`config.mk`:
```
export PLATFORM = sky130hd
export DESIGN_NAME = bfr_ram
export DESIGN_NICKNAME = d
export VERILOG_FILES = /design/src/hdl/bfr_ram.sv
export SDC_FILE = /design/constraint.sdc
export NUM_CORES = 2
export LEC_CHECK = 0
export BUFFER_PORTS_ARGS = -buffer_cell sky130_fd_sc_hd__buf_4
export CAP_MARGIN = 40
export CORE_MARGIN = 1
export CORE_UTILIZATION = 31
export DETAILED_ROUTE_END_ITERATION = 16
export PLACE_DENSITY_LB_ADDON = 0.1
export SLEW_MARGIN = 5
export SYNTH_ARGS = -nofsm -noshare
export SYNTH_HDL_FRONTEND = slang
export SYNTH_SLANG_ARGS = --single-unit
```
`constraint.sdc`:
```
create_clock -name i_clk -period 3.7 [get_ports i_clk]
set_input_delay 0.74 -clock i_clk [delete_from_list [all_inputs] [get_ports i_clk]]
set_output_delay 0.74 -clock i_clk [all_outputs]
set_load 0.05 [all_outputs]
```
`src/hdl/bfr_ram.sv`:
```
// Generic single-clock RAM with one write port and one registered read port.
`timescale 1ns / 1ps

module bfr_ram #(
    parameter int WIDTH = 8,
    parameter int DEPTH = 256
) (
    input  logic                     i_clk,
    input  logic                     i_we,
    input  logic [$clog2(DEPTH)-1:0] i_waddr,
    input  logic [WIDTH-1:0]         i_wdata,
    input  logic                     i_re,
    input  logic [$clog2(DEPTH)-1:0] i_raddr,
    output logic [WIDTH-1:0]         o_rdata
);

    logic [WIDTH-1:0] r_mem [DEPTH];
    logic [WIDTH-1:0] r_rdata;

    // Write port
    always_ff @(posedge i_clk) begin
        if (i_we) begin
            r_mem[i_waddr] <= i_wdata;
        end
    end

    // Read port, registered: data valid in the cycle after the enable, held otherwise
    always_ff @(posedge i_clk) begin
        if (i_re) begin
            r_rdata <= r_mem[i_raddr];
        end
    end

    assign o_rdata = r_rdata;

endmodule

```
==> flow_summary.json <==
{
  "outcome": "complete, no violations",
  "antenna_found_initial": 22,
  "p_sw_uw": 11200,
  "slew_viol_final": 0,
  "cp_max_fo": 13,
  "cts_buffers": 224,
  "synth_edf_count": 2056,
  "synthFlopType": "edfxtp_1",
  "synthMostInstantiatedCell": "edfxtp_1",
  "rows": 185,
  "worstPathCellList": "buf_8, buf_12, buf_12, buf_12, mux4_2, nor2b_1, a211oi_1, nor2_1, nor4_1, buf_4, nor4_1",
  "syn_inst": 3733,
  "crit_type": "primary input to flip-flop",
  "cp_common_cell": "buf_12",
  "critPathMaxStageDelay_ns": 0.74,
  "worst_slew_pin_slew_ns": 1.08,
  "placed_area_sq_um": 88700,
  "vdd_ir_drop_max_uv": 446,
  "track_usage": 0.186,
  "setup_viol": 0,
  "grt_overflow_total": 0,
  "holdWs_ns": 0.283,
  "dp_hpwl_um": 156000,
  "yosys.area.top_type_share": 0.775,
  "period_share": 0.878,
  "grt_max_degree": 120,
  "cts_tree": "yes",
  "die_h_um": 509,
  "cellLeakagePower_uw": 0.0306,
  "drv_cap": 0,
  "cts_resized": 0,
  "power_uw": 50400,
  "worst_hold_path_type": "primary input to flip-flop",
  "synth_area_leaders": "edfxtp_1 78%, mux4_2 13%, mux2i_1 1.7%",
  "wl_um": 240000,
  "multi_input_comb_area_sq_um": 16600,
  "p_int_uw": 39200,
  "grt_pass1_vias": 41600,
  "final_antenna_net_count": 0,
  "clock_latency_ns": 0.87,
  "syn_area_sq_um": 79600,
  "seq_area_frac_synth": 0.775,
  "grt_setup_unrepaired": "no",
  "crit_required_ns": 4.32,
  "ios": 35,
  "regArea_sq_um": 61700,
  "p_clk_frac": 0.433,
  "cts.sinks": 2056,
  "final_util": 0.376,
  "fin_worst_skew_ns": 0.0366,
  "route.detailed.drc": 0,
  "ys_warn_count": 0,
  "synth_top_area_cell": "edfxtp_1",
  "post_cts_buffers": 0,
  "nets": 4446,
  "dp_slack_ns": -0.549,
  "area_delta_synth_final_pct": 20.3,
  "max_freq_mhz": 308,
  "cp-start-kind": "primary input",
  "layout_setup_ws_ns": 0.450,
  "grt_pass1_wl_um": 336000,
  "port_buffers": 34,
  "wire_per_inst_um": 30.1,
  "synthesis.nets": 3760,
  "fin_crit_ns": 3.25,
  "initial_core_util": 0.312,
  "slowest_stage": "nor4_1",
  "vias": 40100,
  "htreeDepth": 4,
  "synth-async-reset-ratio": 0,
  "die_x_um": 509,
  "comb_power_share": 0.056,
  "reg2reg_slack_ns": 0.79,
  "hold_viol_final": 0,
  "p_per_area_nw_per_um2": 526,
  "drtIter0Drc": 3910,
  "ys_seq_elements": 2056,
  "maxSlewHeadroom": 0.277,
  "crit_arrival_ns": 3.87,
  "syn_avg_cell_area_sq_um": 21.3,
  "path_buf_inv": 5,
  "fin_area_sq_um": 95800,
  "cp-end-kind": "flip-flop",
  "core_sq_um": 255000,
  "fillers": 23300,
  "path_clk_slew_ns": 0.06,
  "clock-root-buffer": "clkbuf_16",
  "dieArea_sq_um": 259000,
  "place_congestion": 0.795,
  "cts_buffer_depth": 3,
  "drive_gt1_frac": 0.325,
  "yosysUniqueCellTypes": 54,
  "seqPwrFrac": 0.511,
  "hold_buffers": 0,
  "path_delay_family": "simple AND/OR/NAND/NOR gates",
  "switching_share": 0.222,
  "vias_per_cell": 5.02,
  "yosys-top-cells-count": "2056 x edfxtp_1, 454 x mux4_2, 282 x nor2_1",
  "firstDrtPassIters": 5
}
[path summary, 6_finish.rpt]
check,endpoint,depth (start not counted),startpoint
hold / removal,o_rdata[7],1,i_re
hold reg to reg,o_rdata[6],7,r_mem[21][6]
setup reg to reg,o_rdata[1],6,r_mem[67][1]
setup / recovery,o_rdata[1],11,i_raddr[0]
[cells in the final DEF, fill, tap and decap left out, drive strengths merged, types with 10 or more instances in the layout]
master and count:
edfxtp 2056, buf 691, mux4 456, nor2 282, clkbuf 274, mux2i 134
a22oi 133, clkinv 114, a21oi 96, o221ai 47, nand3 34, nand2 33
nor2b 31, o22ai 28, nor4 27, nor3 22, bufinv 17, a211oi 16
a221oi 14, o21ai 12, diode 11, nand4 10, o211ai 10
[metal layers]
layer | GRT usage | up-vias | part of all wire
met3 | 0.0312 | 284 | 0.054
met2 | 0.303 | 1086 | 0.49
met4 | 0.0492 | 6 | 0.022
met1 | 0.258 | 21600 | 0.44
met5 | 0 | - | 0.00011
li1 | - | 17100 | -
[power by group through the flow]
stage | sequential (uW) | clock [uW] | combinational (uW)
2_1_floorplan | 26200 | 0 | 1250
6_report | 25700 | 21800 | 2850
3_3_place_gp | 26200 | 0 | 2900
3_5_place_dp | 26200 | 0 | 2920
4_1_cts | 25700 | 22400 | 2920
5_1_grt | 25700 | 23200 | 3030
[registers in the layout, summed over array words and instances, names as in the netlist]
name / flops
o_rdata: 8
r_mem: 2048
[area by class of cell]
type / instances / share of cell area
Antenna cell: 11 / 0.000287
Clock buffer: 274 / 0.0611
Clock inverter: 145 / 0.0133
Inverter: 2 / 0.0000783
Multi-Input combinational cell: 1442 / 0.173
Sequential cell: 2056 / 0.644
Tap cell: 3366 / 0.0439
Timing Repair Buffer: 693 / 0.0642
[kinds of logic (layout without fill, tap and decap cells)]
| group | count (synthesis) | in the layout | share of synthesized area |
|---|---|---|---|
| AOI/OAI and AO/OA | 385 | 385 | 0.0342 |
| buffers and inverters | 235 | 1114 | 0.0183 |
| DFF | 2056 | 2056 | 0.775 |
| muxes | 591 | 591 | 0.146 |
| other | 0 | 11 | 0 |
| and+or+nand+nor | 466 | 466 | 0.0263 |
[through the flow]
step | instances | TNS, ns
2_1_floorplan | 3733 | 0
3_3_place_gp | 7550 | -4.59
3_5_place_dp | 7558 | -2.13
4_1_cts | 7977 | 0
5_1_grt | 7981 | 0
6_report | 7989 | 0
Power figures use the tool's default switching activity.
