## config.mk

```make
export PLATFORM = sky130hd
export DESIGN_NAME = bfr_ctrl
export DESIGN_NICKNAME = d
export VERILOG_FILES = /design/src/hdl/bfr_pkg.sv /design/src/hdl/bfr_ctrl.sv
export SDC_FILE = /design/constraint.sdc
export NUM_CORES = 1
export LEC_CHECK = 0
export BUFFER_PORTS_ARGS = -buffer_cell sky130_fd_sc_hd__buf_2
export CORE_UTILIZATION = 35
export DETAILED_ROUTE_END_ITERATION = 8
export SYNTH_ARGS = -nofsm -noshare
export SYNTH_HDL_FRONTEND = slang
export SYNTH_SLANG_ARGS = --single-unit
```

## constraint.sdc

```tcl
create_clock -name i_clk -period 23.3 [get_ports i_clk]
set_clock_uncertainty 0.05 [all_clocks]
set_input_delay 1.165 -clock i_clk [delete_from_list [all_inputs] [get_ports i_clk]]
set_output_delay 1.165 -clock i_clk [all_outputs]
set_load 0.01 [all_outputs]
```

## src/hdl/bfr_pkg.sv

```systemverilog
// Shared types and constants of the bitmap font text renderer.
`timescale 1ns / 1ps

package bfr_pkg;

    localparam int FONT_CHARS     = 256;
    localparam int MAX_GLYPH_ROWS = 16;
    localparam int FONT_DEPTH     = FONT_CHARS * MAX_GLYPH_ROWS;
    localparam int FONT_ADDR_W    = $clog2(FONT_DEPTH);
    localparam int ROW_IDX_W      = $clog2(MAX_GLYPH_ROWS);
    localparam int CUR_W          = 12;
    localparam int ADDR_W         = 24;
    localparam int COLOR_W        = 32;
    localparam int GLYPH_W        = 8;

    localparam logic [7:0] NEWLINE_CODE = 8'd10;
    localparam logic [3:0] MAX_WIDTH    = 4'd8;
    localparam logic [4:0] MAX_HEIGHT   = 5'(MAX_GLYPH_ROWS);

    // Configuration register indexes
    typedef enum logic [1:0] {
        CFG_FRAME_WIDTH  = 2'd0,
        CFG_GLYPH_WIDTH  = 2'd1,
        CFG_GLYPH_HEIGHT = 2'd2,
        CFG_UNUSED       = 2'd3
    } t_cfg_idx;

    // Request kinds carried in tuser
    typedef enum logic [1:0] {
        REQ_LOAD = 2'd0,
        REQ_PUT  = 2'd1,
        REQ_HOME = 2'd2,
        REQ_NONE = 2'd3
    } t_req;

    typedef struct packed {
        logic [12:0] frame_width;
        logic [3:0]  glyph_width;
        logic [4:0]  glyph_height;
    } t_cfg;

    typedef struct packed {
        t_req                 req_type;
        logic [7:0]           char_code;
        logic [3:0]           glyph_row;
        logic [GLYPH_W-1:0]   glyph_bits;
        logic [COLOR_W-1:0]   fg_color;
        logic [COLOR_W-1:0]   bg_color;
    } t_item;

    typedef struct packed {
        logic [ADDR_W-1:0]    row_address;
        logic [GLYPH_W-1:0]   row_bits;
        logic [COLOR_W-1:0]   fg_color_out;
        logic [COLOR_W-1:0]   bg_color_out;
        logic                 last_row;
    } t_row_out;

    // Font store port driven by the sequencer
    typedef struct packed {
        logic                   we;
        logic [FONT_ADDR_W-1:0] waddr;
        logic [GLYPH_W-1:0]     wdata;
        logic                   re;
        logic [FONT_ADDR_W-1:0] raddr;
    } t_font_port;

endpackage

```

## src/hdl/bfr_ctrl.sv

```systemverilog
// Request sequencer: font loads, cursor, glyph row reads and the result register.
`timescale 1ns / 1ps

module bfr_ctrl import bfr_pkg::*; (
    input  logic               i_clk,
    input  logic               i_rst_n,
    input  t_cfg               i_cfg,
    input  logic               i_s_tvalid,
    output logic               o_s_tready,
    input  t_item              i_item,
    output t_font_port         o_font,
    input  logic [GLYPH_W-1:0] i_font_rdata,
    output logic               o_m_tvalid,
    input  logic               i_m_tready,
    output t_row_out           o_row
);

    typedef enum logic [2:0] {
        S_IDLE = 3'b001,
        S_READ = 3'b010,
        S_EMIT = 3'b100
    } t_state;

    t_state               r_state, n_state;
    logic [CUR_W-1:0]     r_cx, n_cx;
    logic [CUR_W-1:0]     r_cy, n_cy;
    logic [ROW_IDX_W-1:0] r_row, n_row;
    logic                 r_mvalid, n_mvalid;

    logic [7:0]           r_ch;
    logic [COLOR_W-1:0]   r_fg;
    logic [COLOR_W-1:0]   r_bg;
    logic [ADDR_W-1:0]    r_prod;
    t_row_out             r_out;

    logic [3:0]           w_w;
    logic [4:0]           w_h;
    logic [8:0]           w_mask_full;
    logic [GLYPH_W-1:0]   w_mask;
    logic                 w_edge;
    logic                 w_last;
    logic                 w_accept;
    logic                 w_load;
    logic                 w_advance;
    logic                 w_start;
    logic [ROW_IDX_W-1:0] w_rd_row;
    logic [CUR_W-1:0]     w_ry;
    logic [24:0]          w_prod_full;
    logic [7:0]           w_rd_ch;

    // Effective glyph size and row mask
    assign w_w         = (i_cfg.glyph_width > MAX_WIDTH) ? MAX_WIDTH : i_cfg.glyph_width;
    assign w_h         = (i_cfg.glyph_height > MAX_HEIGHT) ? MAX_HEIGHT : i_cfg.glyph_height;
    assign w_mask_full = (9'd1 << w_w) - 9'd1;
    assign w_mask      = w_mask_full[7:0];
    assign w_edge      = ({1'b0, r_cx} + {9'd0, w_w}) >= i_cfg.frame_width;
    assign w_last      = ({1'b0, r_row} == (w_h - 5'd1));

    // Handshakes
    assign o_s_tready = (r_state == S_IDLE);
    assign w_accept   = i_s_tvalid && o_s_tready;
    assign w_load     = (r_state == S_EMIT) && (!r_mvalid || i_m_tready);
    assign w_start    = w_accept && (i_item.req_type == REQ_PUT)
                        && (i_item.char_code != NEWLINE_CODE) && (w_h != 5'd0);

    // Row whose font entry and product are fetched this cycle
    assign w_rd_row    = (r_state == S_READ) ? r_row : r_row + 1'b1;
    assign w_ry        = r_cy + {{(CUR_W-ROW_IDX_W){1'b0}}, w_rd_row};
    assign w_prod_full = w_ry * i_cfg.frame_width;
    assign w_rd_ch     = r_ch;

    // Font store port: loads write while idle, reads only while drawing
    always_comb begin
        o_font.we    = w_accept && (i_item.req_type == REQ_LOAD);
        o_font.waddr = {i_item.char_code, i_item.glyph_row};
        o_font.wdata = i_item.glyph_bits;
        o_font.re    = (r_state == S_READ) || (w_load && !w_last);
        o_font.raddr = {w_rd_ch, w_rd_row};
    end

    // Sequencer and cursor
    always_comb begin
        n_state   = r_state;
        n_cx      = r_cx;
        n_cy      = r_cy;
        n_row     = r_row;
        n_mvalid  = r_mvalid;
        w_advance = 1'b0;

        if (r_mvalid && i_m_tready) begin
            n_mvalid = 1'b0;
        end

        unique case (r_state)
            S_IDLE: begin
                if (w_accept) begin
                    unique case (i_item.req_type)
                        REQ_LOAD: ;
                        REQ_PUT: begin
                            if (i_item.char_code == NEWLINE_CODE) begin
                                n_cx = '0;
                                n_cy = r_cy + {7'd0, w_h};
                            end else if (w_h == 5'd0) begin
                                w_advance = 1'b1;
                            end else begin
                                n_row   = '0;
                                n_state = S_READ;
                            end
                        end
                        REQ_HOME: begin
                            n_cx = '0;
                            n_cy = '0;
                        end
                        REQ_NONE: ;
                    endcase
                end
            end
            S_READ: begin
                n_state = S_EMIT;
            end
            S_EMIT: begin
                if (w_load) begin
                    n_mvalid = 1'b1;
                    if (w_last) begin
                        w_advance = 1'b1;
                        n_state   = S_IDLE;
                    end else begin
                        n_row = r_row + 1'b1;
                    end
                end
            end
            default: n_state = S_IDLE;
        endcase

        // Step the cursor after a drawn or zero-height character, wrap at the frame edge
        if (w_advance) begin
            if (w_edge) begin
                n_cx = '0;
                n_cy = r_cy + {7'd0, w_h};
            end else begin
                n_cx = r_cx + {8'd0, w_w};
            end
        end
    end

    always_ff @(posedge i_clk) begin
        if (!i_rst_n) begin
            r_state  <= S_IDLE;
            r_cx     <= '0;
            r_cy     <= '0;
            r_row    <= '0;
            r_mvalid <= 1'b0;
        end else begin
            r_state  <= n_state;
            r_cx     <= n_cx;
            r_cy     <= n_cy;
            r_row    <= n_row;
            r_mvalid <= n_mvalid;
        end
    end

    // Hold the character and colors, the row product and the result
    always_ff @(posedge i_clk) begin
        if (w_start) begin
            r_ch <= i_item.char_code;
            r_fg <= i_item.fg_color;
            r_bg <= i_item.bg_color;
        end
        if (o_font.re) begin
            r_prod <= w_prod_full[ADDR_W-1:0];
        end
        if (w_load) begin
            r_out.row_address  <= r_prod + {{(ADDR_W-CUR_W){1'b0}}, r_cx};
            r_out.row_bits     <= i_font_rdata & w_mask;
            r_out.fg_color_out <= r_fg;
            r_out.bg_color_out <= r_bg;
            r_out.last_row     <= w_last;
        end
    end

    assign o_m_tvalid = r_mvalid;
    assign o_row      = r_out;

    // A write and a read of the font store never share a cycle
    a_no_rw_overlap: assert property (@(posedge i_clk) disable iff (!i_rst_n)
        !(o_font.we && o_font.re))
        else $error("font store written and read in one cycle");

    // A drawn character starts with a font read
    a_start_reads: assert property (@(posedge i_clk) disable iff (!i_rst_n)
        w_start |=> (r_state == S_READ) && $past(o_font.re) == 1'b0)
        else $error("put did not start a font read");

    // Each non-final result steps the row index by one
    a_row_step: assert property (@(posedge i_clk) disable iff (!i_rst_n)
        (w_load && !w_last) |=> (r_row == $past(r_row) + 1'b1) && (r_state == S_EMIT))
        else $error("row index did not advance");

    // The final result returns the sequencer to idle with a result pending
    a_last_idle: assert property (@(posedge i_clk) disable iff (!i_rst_n)
        (w_load && w_last) |=> (r_state == S_IDLE) && r_mvalid && r_out.last_row)
        else $error("last row did not close the character");

endmodule

```

==> results of run 1 <==
## worst paths after layout
kind / to / depth (start not counted) / slack (ns) / from
hold reg to reg: o_row[52] / 0 / 0.37 / r_fg[19]
setup / recovery: r_prod[23] / 23 / 14.94 / r_state[1]
setup reg to reg: r_prod[23] / 23 / 14.94 / r_state[1]
hold / removal: o_row[52] / 0 / 0.37 / r_fg[19]
## power breakdown
group          internal, uW  total (uW)  switching, uW
logic                  53.2         151           98.0
clock network           221         384            163
registers               476         488           12.1
total                   750        1020            273
## cell usage in the layout (no fill, tap or decap), drive strengths merged, types with 21 or more instances in the layout
| cell type | instances |
|---|---|
| buf | 234 |
| inv | 203 |
| edfxtp | 193 |
| and2 | 40 |
| xnor2 | 43 |
| ha | 106 |
| nand3 | 30 |
| clkbuf | 31 |
| o21ai | 35 |
| nor2 | 69 |
| xor2 | 21 |
| fa | 113 |
| dfxtp | 32 |
| a21oi | 52 |
| nand2 | 147 |
## through the flow
| step | utilization (%) | setup slack [ns] | hold WS [ns] | area (um2) | instances |
|---|---|---|---|---|---|
| after global placement | 39.2 | 15.18 | 0.350 | 16800 | 2142 |
| after global routing | 41.0 | 14.44 | 0.374 | 17600 | 2187 |
| after detailed placement | 39.2 | 15.01 | 0.355 | 16800 | 2142 |
| after floorplan | - | 15.88 | 0.350 | 15200 | 1388 |
| final | 41.0 | 14.94 | 0.366 | 17600 | 2189 |
| after CTS | 41.0 | 15.00 | 0.367 | 17600 | 2186 |
## cell type report
class | instances | area [um2]
Fill cell | 4225 | 25400
Multi-Input combinational cell | 897 | 7720
Sequential cell | 225 | 6440
Timing Repair Buffer | 234 | 1190
Inverter | 201 | 757
Tap cell | 585 | 732
Clock buffer | 31 | 648
Clock inverter | 13 | 136
Antenna cell | 3 | 7.51
## logic make-up after synthesis
group,after synthesis
buffers and inverters,266
XOR/XNOR,65
AO/OA/AOI/OAI,209
multiplexers,5
flip-flops,225
AND/OR/NAND/NOR,399
adder cells (fa/ha/maj),219
## registers in the layout, summed over array words and instances (netlist names)
register	count
r_ch	8
r_state	3
r_fg	32
r_row	4
r_cy	12
r_prod	24
r_bg	32
o_m_tvalid	1
r_cx	12
o_row	97
## routing by layer
layer	vias up	wire length (um)	GRT usage [%]
met1	5282	16200	21.9
met5	-	13	0
met3	50	2320	2.74
met2	320	17900	28.9
met4	2	858	4.75
li1	5139	-	-
==> run_results.csv, run 1 <==
group,metric,value,unit
synthesis,synth_mux_area_share,0.345,%
sta,max_freq,120,MHz
synthesis,synth_top_area_share,38.0,%
clocking,insertion_delay,0.53,ns
global_routing,grt_pass1_wl,58400,um
final_layout,syn_to_final_growth,15.7,%
worst_setup_path,cp_cell_sequence,"nor2b_1 > nor2b_1 > mux2_2 > ha_1 > nand3_1 > a31oi_1 > xor2_1 > nand2_1 > fa_1 > fa_1 > fa_1 > inv_1 > fa_1 > inv_1 > fa_1 > inv_1 > ha_1 > a211oi_1 > o211ai_1 > a41oi_2 > and4bb_1 > o41ai_2 > xnor3_1",
synthesis,yosys.area.top_type,"edfxtp_1",
detailed_routing,routedWlPerCell,17.0,um
worst_setup_path,crit_buf_inv,3,
global_routing,grt_usage,16.8,%
synthesis,synth_area_leaders,"edfxtp_1 38%, fa_1 15%, ha_1 8.7%, inv_1 4.9%, dfxtp_1 4.2%",
synthesis,synth.most_common_cell,"inv_1",
floorplan,die_y,211,um
floorplan,start_util,35.5,%
sta,max-slew-margin-rel,15.0,%
placed_design,io_buffers,228,
global_routing,grt_pass1_vias,10720,
synthesis,yosysSeqAreaShare,42.2,%
worst_setup_path,worstSetupPathType,"flop to flop",
clocking,clkTransAtPathRegs,0.06,ns
sta,tightest_slew,1.27,ns
clocking,cts-buffers-inserted,25,
worst_setup_path,critPathCaptureType,"flop",
worst_setup_path,path_max_fanout,13,
clocking,cts.sinks,225,
global_routing,grt-ovfl-total,0,
synthesis,synth_warnings,0,
min_path,hold_path_class,"flop to flop",
synthesis,synth-xor-area-share,3.83,%
status,outcome,"finished, final reports clean",
floorplan,die_w,211,um
clocking,htree_num_levels,1,
sta,rsz0062_at_grt,"false",
floorplan,die-area,44400,um2
placed_design,hpwl,28900,um
clocking,cts_tree,"yes",
clocking,cts_max_path_buffers,3,
detailed_routing,wirelength,37200,um
synthesis,ys_ff_latch,225,
flow_run,cap_viol_max_count,0,
power_and_ir_drop,powerDensity,58.0,nW/um2
worst_setup_path,max_stage_delay,0.95,ns
worst_setup_path,worstPathRequired,23.53,ns
detailed_routing,drt_pass1_iterations,5,
placed_design,place.gp.congestion,0.874,
worst_setup_path,arrival,8.58,ns
synthesis,synthTopCellsByCount,"199 x inv_1, 193 x edfxtp_1, 147 x nand2_1",
floorplan,io_pins,253,
power_and_ir_drop,p_leak,0.00762,uW
synthesis,synth_simple_gate_area_share,13.2,%
synthesis,synthArstFlopShare,0,%
synthesis,avgSynthCellArea,11.0,um2
detailed_routing,route.vias.total,10793,
synthesis,syn_inst,1388,
worst_setup_path,cpMostUsedCell,"fa_1",
clocking,hold_buffers,0,
global_routing,antenna_found_initial,3,
detailed_routing,ant_nets,0,
worst_setup_path,critPathTopFamily,"adder cells",
clocking,cts_setup_buffers,0,
clocking,cts-root-buf,"clkbuf_16",
sta,setup_viol,0,
floorplan,coreArea,43000,um2
synthesis,yosys.area_share.adder,23.5,%
synthesis,synth_top_family_by_area,"adder cells",
sta,min_period,8.36,ns
floorplan,rows,76,
clocking,post_cts_resized,0,
synthesis,ys.flop_type,"edfxtp_1",
synthesis,syn-num-nets,1727,
synthesis,synth_cell_type_count,79,
sta,fin_crit_sh,35.9,%
sta,timing.final.hold_violations,0,
worst_setup_path,crit_slowest_cell,"xor2_1",
sta,final-max-slew-violation-count,0,
power_and_ir_drop,max-vdd-ir-drop,0.0416,mV
power_and_ir_drop,total_power,1020,uW
synthesis,synth_compound_area_share,9.78,%
final_layout,drive_gt1_share,18.3,%
global_routing,grt_max_degree,77,
final_layout,layout.nets,1923,
detailed_routing,viasPerCell,4.93,
synthesis,synth_edf_count,193,
sta,tns,0,ns
worst_setup_path,critical_path.startpoint_type,"flop",
detailed_routing,drc,0,
detailed_routing,dr.first_iter.drc_count,713,
synthesis,synthesis.area,15200,um2
No activity file was read; power rests on OpenSTA's default activity.
==> run 2: changes to the inputs <==
==> constraint.sdc (replaced) <==
create_clock -name i_clk -period 7.2 [get_ports i_clk]
set_clock_uncertainty 0.05 [all_clocks]
set_input_delay 0.36 -clock i_clk [delete_from_list [all_inputs] [get_ports i_clk]]
set_output_delay 0.36 -clock i_clk [all_outputs]
set_load 0.01 [all_outputs]
==> run 2 against run 1 <==
Sequential share of layout area fell by 3.1 points. Final cell count increased by 6.7%. Wire length grew 4.1%. Worst hold slack got worse by 0.35 ns. Sequential power increased to 3.2 times the previous value. Design area rose by 9.2%.
==> run_results.csv, run 2 (synthesized netlist as in run 1, its figures left out) <==
group,metric,value,unit
clocking,htree_num_levels,1,
floorplan,die_y,211,um
floorplan,start_util,35.5,%
placed_design,hpwl,28800,um
final_layout,mostFrequentLayoutCell,"buf_2",
detailed_routing,route.vias.total,11398,
global_routing,grt_pass1_vias,11582,
global_routing,grt_pass1_wl,61000,um
min_path,hold_path_class,"input pin to flop",
placed_design,dpl-instance-area,17400,um2
worst_setup_path,crit_buf_inv,6,
final_layout,fin_area,19300,um2
worst_setup_path,max_stage_delay,0.56,ns
sta,min_period,7.03,ns
detailed_routing,viasPerCell,4.88,
floorplan,rows,76,
detailed_routing,ant_nets,0,
worst_setup_path,critPathCaptureType,"flop",
final_layout,final_cell_mix,"228 x buf_2, 195 x inv_1, 193 x edfxtp_1, 146 x nand2_1, 111 x fa_1",
clocking,insertion_delay,0.53,ns
clocking,cts.sinks,225,
detailed_routing,drc,0,
sta,timing.final.hold_violations,0,
placed_design,io_buffers,228,
worst_setup_path,critPathTopFamily,"adder cells",
detailed_routing,routedWlPerCell,16.6,um
sta,fin_crit_sh,97.6,%
flow_run,cap_viol_max_count,0,
sta,tightest_slew,1.15,ns
global_routing,grt_max_degree,73,
worst_setup_path,cp-startpoint,"r_state[1]",
final_layout,layout.nets,2070,
detailed_routing,drt_pass1_iterations,5,
worst_setup_path,cpMostUsedCell,"fa_1",
sta,max-slew-margin-rel,22.9,%
clocking,cts-root-buf,"clkbuf_16",
worst_setup_path,path_max_fanout,6,
final_layout,largest_register_ffs,97,
min_path,hold_path_startpoint,"i_item[39]",
detailed_routing,wirelength,38800,um
worst_setup_path,arrival,7.26,ns
final_layout,drive_gt1_share,23.8,%
floorplan,die_w,211,um
sta,final-max-slew-violation-count,0,
clocking,cts-buffers-inserted,26,
worst_setup_path,critical_path.startpoint_type,"flop",
sta,max_freq,142,MHz
detailed_routing,dr.first_iter.drc_count,593,
clocking,cts_max_path_buffers,3,
clocking,clkTransAtPathRegs,0.06,ns
floorplan,die-area,44400,um2
global_routing,antenna_found_initial,1,
floorplan,coreArea,43000,um2
final_layout,syn_to_final_growth,26.4,%
status,outcome,"finished, final reports clean",
clocking,cts_tree,"yes",
power_and_ir_drop,max-vdd-ir-drop,0.146,mV
global_routing,grt-ovfl-total,0,
final_layout,nFillCells,4004,
global_routing,grt_usage,17.4,%
power_and_ir_drop,p_leak,0.00840,uW
worst_setup_path,worstSetupPathType,"flop to flop",
floorplan,io_pins,253,
worst_setup_path,r2r-start,"r_state[1]",
sta,setup_viol,0,
worst_setup_path,worstPathRequired,7.43,ns
placed_design,place.gp.congestion,0.876,
worst_setup_path,crit_slowest_cell,"fa_1",
final_layout,final_util,44.8,%
power_and_ir_drop,powerDensity,183,nW/um2
[run 2: cell types whose count changed in the layout (fill, tap and decap cells not counted), sizes merged]
cell         delta
buf            +76
bufinv          +2
clkbuf          +2
clkinv          +1
clkinvlp        -1
diode           -2
dlygate4sd3    +70
inv             -1
[run 2: per-layer routing]
| metal | part of all wire [%] | global-route usage [%] |
|---|---|---|
| met5 | 0 | 0 |
| met4 | 1.6 | 4.42 |
| met3 | 6.2 | 2.66 |
| met2 | 48 | 30.1 |
| met1 | 44 | 22.8 |
[run 2: layout make-up]
class	count	area, um2	share of cell area (%)
antenna	1	2.50	0.0130
clock buffer	33	698	3.63
clock inverter	14	194	1.01
inverter	201	757	3.93
multi-input combinational	897	7960	41.3
sequential	225	6440	33.4
tap	585	732	3.80
timing repair buffer	380	2470	12.8
[run 2: path summary, 6_finish.rpt]
path,end,slack [ns],cells after the start
worst min register to register,o_row[33],0.36,0
worst max register to register,r_prod[23],0.17,27
worst max-delay path,r_prod[23],0.17,27
worst min-delay path,r_fg[7],0.02,1
[run 2: stage by stage]
stage / instances / worst slack [ns] / hold WS (ns) / total power [uW] / TNS (ns)
2_1_floorplan: 1388 / 0.0329 / 0.350 / 1930 / 0
3_3_place_gp: 2209 / -0.194 / 0.351 / 2110 / -0.399
3_5_place_dp: 2209 / -0.323 / 0.355 / 2120 / -0.596
4_1_cts: 2328 / 0.00152 / 0.00296 / 3560 / 0
5_1_grt: 2336 / -0.0615 / 0.000767 / 3690 / -0.112
6_report: 2336 / 0.174 / 0.0203 / 3520 / 0
[run 2: repair_timing]
action | CTS | global route
hold buffers | 70 | 0
endpoints found under the hold margin | 70 | 0
pin swaps | 3 | 27
endpoints found under the setup margin | 4 | 6
gates resized for setup | 8 | 45
setup buffers | 2 | 7
[run 2: power by group]
group | switching [uW] | internal [uW]
registers | 35.4 | 1540
clock network | 549 | 835
logic | 340 | 224
